--- src/utf8_byte_stream_decoder_assert.svh ---
// Assertion macros shared by the decoder modules.
// Each expects clk and rst_n in the scope where it is used.
`ifndef UTF8_BYTE_STREAM_DECODER_ASSERT_SVH
`define UTF8_BYTE_STREAM_DECODER_ASSERT_SVH

// Check that a condition holds at every edge out of reset.
`define U8D_ASSERT_ALWAYS(lbl, expr) \
  lbl: assert property (@(posedge clk) disable iff (!rst_n) (expr)) \
    else $error("utf8 decoder invariant violated");

// Check that an antecedent implies a consequent on the same edge.
`define U8D_ASSERT_IMPLY(lbl, ante, cons) \
  lbl: assert property (@(posedge clk) disable iff (!rst_n) (ante) |-> (cons)) \
    else $error("utf8 decoder implication violated");

`endif

--- src/utf8d_pkg.sv ---
package utf8d_pkg;

  localparam int CP_W   = 21;
  localparam int PART_W = 15;
  localparam int CNT_W  = 3;

  localparam logic [CP_W-1:0] REPL_CP = 21'h00FFFD;

  // One decoded byte's worth of results: cnt results, all U+FFFD except the
  // final one, which carries cp.
  typedef struct packed {
    logic             vld;
    logic [CNT_W-1:0] cnt;
    logic [CP_W-1:0]  cp;
  } burst_t;

endpackage

--- src/utf8_byte_stream_decoder.sv ---
// A byte's burst is registered into the head slot, or the tail slot if it is busy.
// Throughput: one byte per cycle while each byte gives at most one result and
//   out_stall is low; a byte with more (up to four) plays them out one at a time.
// A two-slot burst queue sets the input stall: input holds only when both slots fill.
// Reset (rst_n low, synchronous) closes any open sequence and empties the queue.
module utf8_byte_stream_decoder
  import utf8d_pkg::*;
(
  input  logic            clk,
  input  logic            rst_n,
  input  logic            in_valid,
  output logic            in_stall,
  input  logic [7:0]      in_data_byte,
  input  logic            in_text_end,
  output logic            out_valid,
  input  logic            out_stall,
  output logic [CP_W-1:0] out_code_point,
  output logic            out_run_last
);

  // Burst handed from the decode stage to the result queue: how many results
  // this transaction yields and the value of the final one.
  burst_t push;
  logic   full;

  // Stall the input only from a register, so the two sides stay decoupled.
  assign in_stall = full;

  // Decode stage: sequence state plus single-pass classification of each byte.
  utf8d_decode u_decode (
    .clk          (clk),
    .rst_n        (rst_n),
    .in_valid     (in_valid),
    .in_data_byte (in_data_byte),
    .in_text_end  (in_text_end),
    .full         (full),
    .push         (push)
  );

  // Result queue: play each burst out one code point per transaction, the
  // replacement characters first and the final value last, flagged run_last.
  utf8d_emit u_emit (
    .clk            (clk),
    .rst_n          (rst_n),
    .push           (push),
    .full           (full),
    .out_valid      (out_valid),
    .out_stall      (out_stall),
    .out_code_point (out_code_point),
    .out_run_last   (out_run_last)
  );

endmodule

--- src/utf8d_decode.sv ---
module utf8d_decode
  import utf8d_pkg::*;
(
  input  logic       clk,
  input  logic       rst_n,
  input  logic       in_valid,
  input  logic [7:0] in_data_byte,
  input  logic       in_text_end,
  input  logic       full,
  output burst_t     push
);

`include "utf8_byte_stream_decoder_assert.svh"

  localparam logic [7:0] CONT_MASK  = 8'hC0;
  localparam logic [7:0] CONT_VAL   = 8'h80;
  localparam logic [7:0] LEAD2_MASK = 8'hE0;
  localparam logic [7:0] LEAD2_VAL  = 8'hC0;
  localparam logic [7:0] LEAD3_MASK = 8'hF0;
  localparam logic [7:0] LEAD3_VAL  = 8'hE0;
  localparam logic [7:0] LEAD4_MASK = 8'hF8;
  localparam logic [7:0] LEAD4_VAL  = 8'hF0;

  logic [PART_W-1:0] partial_r, partial_nxt;
  logic [1:0]        exp_r, exp_nxt;
  logic [1:0]        held_r, held_nxt;

  logic              accept;
  logic              f_ascii;
  logic [1:0]        f_need;
  logic [4:0]        f_bits;
  logic              f_emit;
  logic              f_open;
  logic [CP_W-1:0]   f_cp;
  logic              is_cont;
  logic [CP_W-1:0]   next_val;
  logic [CNT_W-1:0]  cnt;
  logic [CP_W-1:0]   cp;

  assign accept = in_valid && !full;

  always_comb begin
    f_ascii = !in_data_byte[7];
    f_need  = 2'd0;
    f_bits  = 5'd0;
    if ((in_data_byte & LEAD2_MASK) == LEAD2_VAL) begin
      f_need = 2'd1;
      f_bits = in_data_byte[4:0];
    end else if ((in_data_byte & LEAD3_MASK) == LEAD3_VAL) begin
      f_need = 2'd2;
      f_bits = {1'b0, in_data_byte[3:0]};
    end else if ((in_data_byte & LEAD4_MASK) == LEAD4_VAL) begin
      f_need = 2'd3;
      f_bits = {2'b00, in_data_byte[2:0]};
    end
    f_open   = !f_ascii && (f_need != 2'd0) && !in_text_end;
    f_emit   = !f_open;
    f_cp     = f_ascii ? {13'd0, in_data_byte} : REPL_CP;
    is_cont  = (in_data_byte & CONT_MASK) == CONT_VAL;
    next_val = {partial_r, in_data_byte[5:0]};

    partial_nxt = partial_r;
    exp_nxt     = exp_r;
    held_nxt    = held_r;
    cnt         = '0;
    cp          = REPL_CP;

    if (exp_r == 2'd0 || !is_cont) begin
      // fresh lead, possibly after flushing an open sequence
      if (exp_r == 2'd0) begin
        cnt = {2'b00, f_emit};
      end else begin
        cnt = 3'd1 + {1'b0, held_r} + {2'b00, f_emit};
      end
      cp = f_emit ? f_cp : REPL_CP;
      if (f_open) begin
        partial_nxt = {10'd0, f_bits};
        exp_nxt     = f_need;
        held_nxt    = 2'd0;
      end else begin
        partial_nxt = '0;
        exp_nxt     = 2'd0;
        held_nxt    = 2'd0;
      end
    end else if (({1'b0, held_r} + 3'd1) >= {1'b0, exp_r}) begin
      cnt         = 3'd1;
      cp          = next_val;
      partial_nxt = '0;
      exp_nxt     = 2'd0;
      held_nxt    = 2'd0;
    end else if (in_text_end) begin
      // cut off: lead, held bytes and this byte each give U+FFFD
      cnt         = 3'd2 + {1'b0, held_r};
      partial_nxt = '0;
      exp_nxt     = 2'd0;
      held_nxt    = 2'd0;
    end else begin
      partial_nxt = next_val[PART_W-1:0];
      held_nxt    = held_r + 2'd1;
    end

    push.vld = accept && (cnt != '0);
    push.cnt = cnt;
    push.cp  = cp;
  end

  always_ff @(posedge clk) begin
    if (!rst_n) begin
      partial_r <= '0;
      exp_r     <= 2'd0;
      held_r    <= 2'd0;
    end else if (accept) begin
      partial_r <= partial_nxt;
      exp_r     <= exp_nxt;
      held_r    <= held_nxt;
    end
  end

  `U8D_ASSERT_IMPLY(a_idle_no_held, exp_r == 2'd0, held_r == 2'd0)
  `U8D_ASSERT_IMPLY(a_held_below_exp, exp_r != 2'd0, held_r < exp_r)
  `U8D_ASSERT_IMPLY(a_push_cnt_range, push.vld, push.cnt <= 3'd4)

endmodule

--- src/utf8d_emit.sv ---
module utf8d_emit
  import utf8d_pkg::*;
(
  input  logic            clk,
  input  logic            rst_n,
  input  burst_t          push,
  output logic            full,
  output logic            out_valid,
  input  logic            out_stall,
  output logic [CP_W-1:0] out_code_point,
  output logic            out_run_last
);

`include "utf8_byte_stream_decoder_assert.svh"

  logic             head_vld_r, head_vld_nxt;
  logic [CNT_W-1:0] head_rem_r, head_rem_nxt;
  logic [CP_W-1:0]  head_cp_r, head_cp_nxt;
  logic             tail_vld_r, tail_vld_nxt;
  logic [CNT_W-1:0] tail_cnt_r, tail_cnt_nxt;
  logic [CP_W-1:0]  tail_cp_r, tail_cp_nxt;

  logic take;
  logic head_done;

  assign full           = tail_vld_r;
  assign out_valid      = head_vld_r;
  assign out_run_last   = head_rem_r == 3'd1;
  assign out_code_point = out_run_last ? head_cp_r : REPL_CP;

  assign take      = head_vld_r && !out_stall;
  assign head_done = take && (head_rem_r == 3'd1);

  always_comb begin
    head_vld_nxt = head_vld_r;
    head_rem_nxt = head_rem_r;
    head_cp_nxt  = head_cp_r;
    tail_vld_nxt = tail_vld_r;
    tail_cnt_nxt = tail_cnt_r;
    tail_cp_nxt  = tail_cp_r;
    if (!head_vld_r || head_done) begin
      if (tail_vld_r) begin
        head_vld_nxt = 1'b1;
        head_rem_nxt = tail_cnt_r;
        head_cp_nxt  = tail_cp_r;
        tail_vld_nxt = 1'b0;
      end else begin
        head_vld_nxt = push.vld;
        head_rem_nxt = push.cnt;
        head_cp_nxt  = push.cp;
      end
    end else begin
      if (take) begin
        head_rem_nxt = head_rem_r - 3'd1;
      end
      if (push.vld) begin
        tail_vld_nxt = 1'b1;
        tail_cnt_nxt = push.cnt;
        tail_cp_nxt  = push.cp;
      end
    end
  end

  always_ff @(posedge clk) begin
    if (!rst_n) begin
      head_vld_r <= 1'b0;
      head_rem_r <= '0;
      tail_vld_r <= 1'b0;
    end else begin
      head_vld_r <= head_vld_nxt;
      head_rem_r <= head_rem_nxt;
      tail_vld_r <= tail_vld_nxt;
    end
  end

  always_ff @(posedge clk) begin
    head_cp_r  <= head_cp_nxt;
    tail_cnt_r <= tail_cnt_nxt;
    tail_cp_r  <= tail_cp_nxt;
  end

  `U8D_ASSERT_IMPLY(a_tail_needs_head, tail_vld_r, head_vld_r)
  `U8D_ASSERT_IMPLY(a_head_rem_range, head_vld_r, head_rem_r != 3'd0 && head_rem_r <= 3'd4)
  `U8D_ASSERT_ALWAYS(a_no_push_when_full, !(push.vld && tail_vld_r))

endmodule

--- config.mk ---
export PLATFORM = sky130hd
export DESIGN_NAME = utf8_byte_stream_decoder
export DESIGN_NICKNAME = d
export VERILOG_FILES = /design/src/utf8d_pkg.sv /design/src/utf8_byte_stream_decoder.sv /design/src/utf8d_decode.sv /design/src/utf8d_emit.sv
export VERILOG_INCLUDE_DIRS = /design/src /design/src/src
export SDC_FILE = /design/constraint.sdc
export NUM_CORES = 1
export LEC_CHECK = 0
export BUFFER_PORTS_ARGS = -buffer_cell sky130_fd_sc_hd__buf_2
export CAP_MARGIN = 10
export CORE_MARGIN = 1
export CORE_UTILIZATION = 47
export CTS_BUF_LIST = sky130_fd_sc_hd__clkbuf_16
export CTS_CLUSTER_SIZE = 12
export DETAILED_ROUTE_END_ITERATION = 16
export PLACE_DENSITY = 0.66
export SYNTH_ARGS = -nofsm -noshare
export SYNTH_HDL_FRONTEND = slang
export SYNTH_HIERARCHICAL = 1
export SYNTH_SLANG_ARGS = --single-unit
--- constraint.sdc ---
create_clock -name clk -period 5.4 [get_ports clk]
set_input_delay 1.08 -clock clk [delete_from_list [all_inputs] [get_ports clk]]
set_output_delay 1.08 -clock clk [all_outputs]
set_load 0.02 [all_outputs]
**Word level (Yosys, flattened, before mapping)**

Index checks and enable logic that the tools add are counted.

- Flip-flop bits (word level): 69
- Bits in latches: 0
- Bits in writable memories: 0
- ROM bits: 0
- Input bits: 13
- Output and inout port bits: 24
- Memories: 0

- Add/sub/neg operators: 5
- Multipliers: 0
- Div/mod/pow operators: 0
- $lt $le $gt $ge: 1
- Equal/unequal tests: 5
- Shift operators: 0
- Multiplexer cells: 31
- Bitwise logic cells: 2
- Reduce and logical (&&, ||, !) cells: 22

Operator list:

| kind | count |
|---|---|
| $mux 21 | 5 |
| $mux 15 | 3 |
| $mux 3 | 8 |
| $mux 2 | 10 |
| $mux 16 | 1 |
| $mux 5 | 3 |
| $logic_and 1x1->1 | 6 |
| $logic_not 1->1 | 6 |
| $reduce_bool 3->1 | 2 |
| $eq 5x5->1 const B | 1 |
| $eq 4x4->1 const B | 1 |
| $reduce_and 2->1 | 2 |
| $reduce_bool 2->1 | 2 |
| $add 1x2->3 const A | 1 |
| $add 2x2->3 const A | 1 |
| $add 3x1->3 | 1 |
| $eq 3x1->1 const B | 1 |
| $eq 3x3->1 const B | 1 |
| $ge 3x2->1 | 1 |
| $sub 3x1->3 const B | 1 |
| $add 2x1->2 const B | 1 |
| $eq 2x2->1 const B | 1 |
| $logic_not 2->1 | 1 |
| $logic_or 1x1->1 | 2 |
| 3 further kinds | 4 |

**Logic depth before layout (Yosys ltp)**

- Depth after elaboration: 14
- Mapped depth: 11
- Mapped depth without buffers: 11

**Modules after synthesis**

Netlist, hierarchy kept.

By module, submodules not included:

| module | times used | cells an instance | area each (um^2) | sequential area each (um^2) |
|---|---|---|---|---|
| utf8d_emit | 1 | 131 | 2097.0 | 1451.4 |
| utf8d_decode | 1 | 151 | 1251.2 | 380.4 |

**Worst setup path before layout**

No wires, ideal clock.

- Path type: input to register
- Start point: input in_text_end
- End point: register u_emit.tail_cnt_r[0] (enable)
- Data arrival time: 3.232 ns
- Data required time: 5.017 ns
- Setup slack: 1.785 ns
- Stages on the path: 10
- Cell sequence: nand3b_1 -> a31oi_1 -> inv_1 -> ha_1 -> inv_1 -> fa_1 -> nand2_1 -> a32oi_1 -> a31oi_1 -> and2_1

RTL lines:

| what | RTL line | text |
|---|---|---|
| start, declared | utf8_byte_stream_decoder.sv:14 | `input logic in_text_end,` |
| end signal, assigned | utf8d_emit.sv:78 | `tail_cnt_r <= tail_cnt_nxt;` |
| end, declared | utf8d_emit.sv:20 | `logic [CNT_W-1:0] tail_cnt_r, tail_cnt_nxt;` |

==> impl_results.md <==
* Per-instance average area after synthesis at 11.87 um2
* Final slew viol count at 0
* Final core utilization at 57.01%
* Worst r2r path cells at 7
* Share of post-route cells with drive strength above 1 at 27.10%
* Worst-Margin Slew at 919.2 ps
* Leakage power figure at 0.001449 uW
* Largest net degree at the start of global routing at 32
* Total Nets Final at 336
* FF+latch area at 0.001832 mm2
* Hold Path Sink: u_decode/partial_r[1]$_SDFFE_PN0P_
* Number of unique standard cell types used by synthesis at 44
* CTS buffer count at 9
* Post-synthesis sequential area ratio at 54.71%
* Type of the setup path with the least slack: in -> reg
* Number of synthesized register bits at 69
* I/O Pins at 37
* Worst-case clock buffer depth at 2
* Total number of yosys warnings at 6
* Wire per inst at 14.49 um
* Worst path required time at 5430 ps
* Worst setup EP type: flop
* Setup-failing EPs final at 0
* Post-DR vias/cell at 5.134
* Count of instances resized after the clock tree is built at 0
* Number of global-route vias before repair at 1999
* Overall die width at 86.40 um
* Cell depth of the worst min-delay path at 2
* Vias after detailed routing at 2141
* Insertion delay to the later sink of the worst-skew pair at 320 ps
* TritonCTS clock tree: built
* Initial Util at 49.01%
* Count of port buffers added during placement at 36
* Mapped Area at 0.003348 mm2
* Period utilisation layout at 71.67%
* Total number of clock tree sinks at 69
* Post-synth EDFFs at 45
* Number of nets with antenna violations after routing at 0
* Hold Buf Count CTS at 0
* Most instantiated flip-flop cell in the synthesis netlist: edfxtp_1
* Maximum Capacitance Violations at 0
* Tightest Hold Check Type: reg -> reg
* Routed WL at 6044 um
* 1st-iter DRT viols at 160
* Worst reg-to-reg setup slack at 2050 ps
* Setup_tns at 0 ps
* Number of filler instances in the final layout at 609
* Clk_skew at 4.127 ps
* Std-Cell Rows at 30
* Clock transition at the registers of the reported paths at 50 ps
* Core region area at 0.006832 mm2
* Cell count after synthesis at 282
* Half-perimeter wire length after detailed placement at 4123 um
* DIE AREA at 0.007465 mm2
* Endpoint arrival time on the critical path at 3900 ps
* Number of antenna violations at the first check in global routing at 0
* Max FO, Critical Path at 16
* Final RePlAce weighted congestion at 0.8521
* Global-route wire length before repair at 9818 um
* Worst reg2reg startpoint: u_decode/held_r[0]$_SDFFE_PN0P_
* Root buffer cell: clkbuf_16
* Number of buffers inserted to repair setup after CTS at 0
* Number of diodes at 0
* Crit path time final at 3870 ps
* Fraction of registers with async set or reset after synthesis at 0%
* Startpoint type of the worst setup path: input pin
* Remaining design rule violation count at 0
* Worst slew slack as a fraction of its limit at 38.72%
* Worst min-delay path startpoint: u_decode/partial_r[1]$_SDFFE_PN0P_
* Count of H-tree levels built during CTS at 3
* Final global-route overflow total at 0
* RSZ-0062 raised after global routing: false
* Length of the first detailed-routing pass in iterations at 4
* Global-route total usage across every layer at 17.66%
* Hold violation total from the final report at 0
* Worst R2R End: u_emit/tail_cp_r[10]$_DFFE_PP_
* Total area of multi-input combinational cells at 0.001368 mm2
* Result of the run: finished clean
* Area growth, synth to finish at 16.33%
* Maximum ir drop on the vdd rail at 178.8 uV
* Die height at 86.40 um
* Cell Pwr Density at 368.5 mW/mm2
* Net Count, Synth at 302
* Max Clock Freq at 0.2584 GHz
-- cells by family after synthesis --
group,count (synthesis),synth area share [%]
mux,38,12.37
xor+xnor,1,0.2616
compound gates,34,7.025
flops,69,54.71
buf+inv,26,4.447
fa+ha+maj,7,3.064
simple gates,107,18.12
-- Yosys cell counts (2+ instances only) --
master	n	area share, %
nor2_1	8	0.90
clkbuf_1	3	0.34
mux2_2	23	7.7
dfxtp_1	24	14
nand3b_1	2	0.45
ha_1	5	1.9
a31oi_1	4	0.75
nand3_1	11	1.6
nor3b_2	2	0.75
nor3b_1	10	2.2
buf_6	5	1.7
mux2i_1	14	4.2
edfxtp_1	45	40
a21oi_1	7	1.0
and2_1	14	2.6
nand2b_1	22	4.1
fa_1	2	1.2
o22ai_1	4	0.75
o31a_1	2	0.52
o21ai_0	8	1.2
buf_4	2	0.45
nand2_1	28	3.1
inv_1	10	1.1
buf_2	4	0.60
nor2b_1	4	0.75
-- cell type report --
| type | count | area share, % |
|---|---|---|
| Clock buffer | 9 | 5.782 |
| Tap cell | 96 | 3.084 |
| Clock inverter | 7 | 2.923 |
| Sequential cell | 69 | 47.03 |
| Timing Repair Buffer | 38 | 5.011 |
| Multi-Input combinational cell | 187 | 35.11 |
| Inverter | 11 | 1.060 |
-- how the worst max path moves through the flow --
stage / from / to / slack [ps] / depth (start not counted)
5_1_grt: in_text_end / u_emit/tail_cp_r[10]$_DFFE_PP_ / 1320 / 12
3_5_place_dp: in_text_end / u_emit/tail_cp_r[15]$_DFFE_PP_ / 1170 / 12
4_1_cts: in_text_end / u_emit/tail_cp_r[10]$_DFFE_PP_ / 1520 / 12
3_3_place_gp: in_text_end / u_emit/tail_cp_r[13]$_DFFE_PP_ / 1300 / 12
6_report: in_text_end / u_emit/tail_cp_r[10]$_DFFE_PP_ / 1530 / 12
2_1_floorplan: in_text_end / u_emit/tail_cnt_r[0]$_DFFE_PP_ / 1780 / 10
-- worst max-delay path, stage by stage --
cell and delay [ps]:
buf_2 140, nand3b_1 210, a31oi_1 350, inv_1 80, ha_1 180, inv_1 60, fa_1 420, nand2_1 80
a32oi_1 50, a31oi_1 250, and2_1 680, buf_4 300
-- where the power goes --
part / internal, uW / switching (uW)
clock network: 449 / 213
logic: 60.6 / 104
registers: 599 / 9.79
-- stage by stage --
step                area, um2  setup WS (ps)  total power (uW)  std cells  hold slack (ps)
floorplan                3348           1785             743.5        282            461.8
global placement         3556           1303             781.9        401            478.8
detailed placement       3556           1168             785.7        401            490.7
CTS                      3895           1520              1450        417            501.1
global route             3895           1316              1489        417            529.0
finish                   3895           1530              1435        417            497.9
-- placed cells by master, fill, tap and decap left out, types with 5 or more instances in the layout --
| master | synthesis | layout |
|---|---|---|
| ha_1 | 5 | 5 |
| buf_2 | 4 | 36 |
| nand2b_1 | 22 | 22 |
| and2_1 | 14 | 14 |
| inv_1 | 10 | 11 |
| nand3_1 | 11 | 11 |
| a21oi_1 | 7 | 7 |
| clkbuf_16 | 0 | 9 |
| mux2_2 | 23 | 23 |
| nor3b_1 | 10 | 10 |
| edfxtp_1 | 45 | 45 |
| dfxtp_1 | 24 | 24 |
| nand2_1 | 28 | 28 |
| nor2_1 | 8 | 8 |
| o21ai_0 | 8 | 8 |
| mux2i_1 | 14 | 14 |
-- state kept, by name, summed over array words and instances, names as in the netlist --
| register | count |
|---|---|
| u_emit/head_cp_r | 21 |
| u_emit/tail_cp_r | 21 |
| u_decode/partial_r | 15 |
| u_emit/head_rem_r | 3 |
| u_emit/tail_cnt_r | 3 |
| u_decode/exp_r | 2 |
| u_decode/held_r | 2 |
| u_emit/full | 1 |
| u_emit/out_valid | 1 |
-- layer usage --
metal / share of wire (%) / track usage (%) / wire length, um
met3: 3.7 / 4.762 / 226
met4: 0.56 / 8.636 / 34
met5: 0 / 0 / 0
met1: 49 / 24.43 / 2981
met2: 46 / 25.69 / 2801
Note: power is estimated with default switching activity, not from simulation.
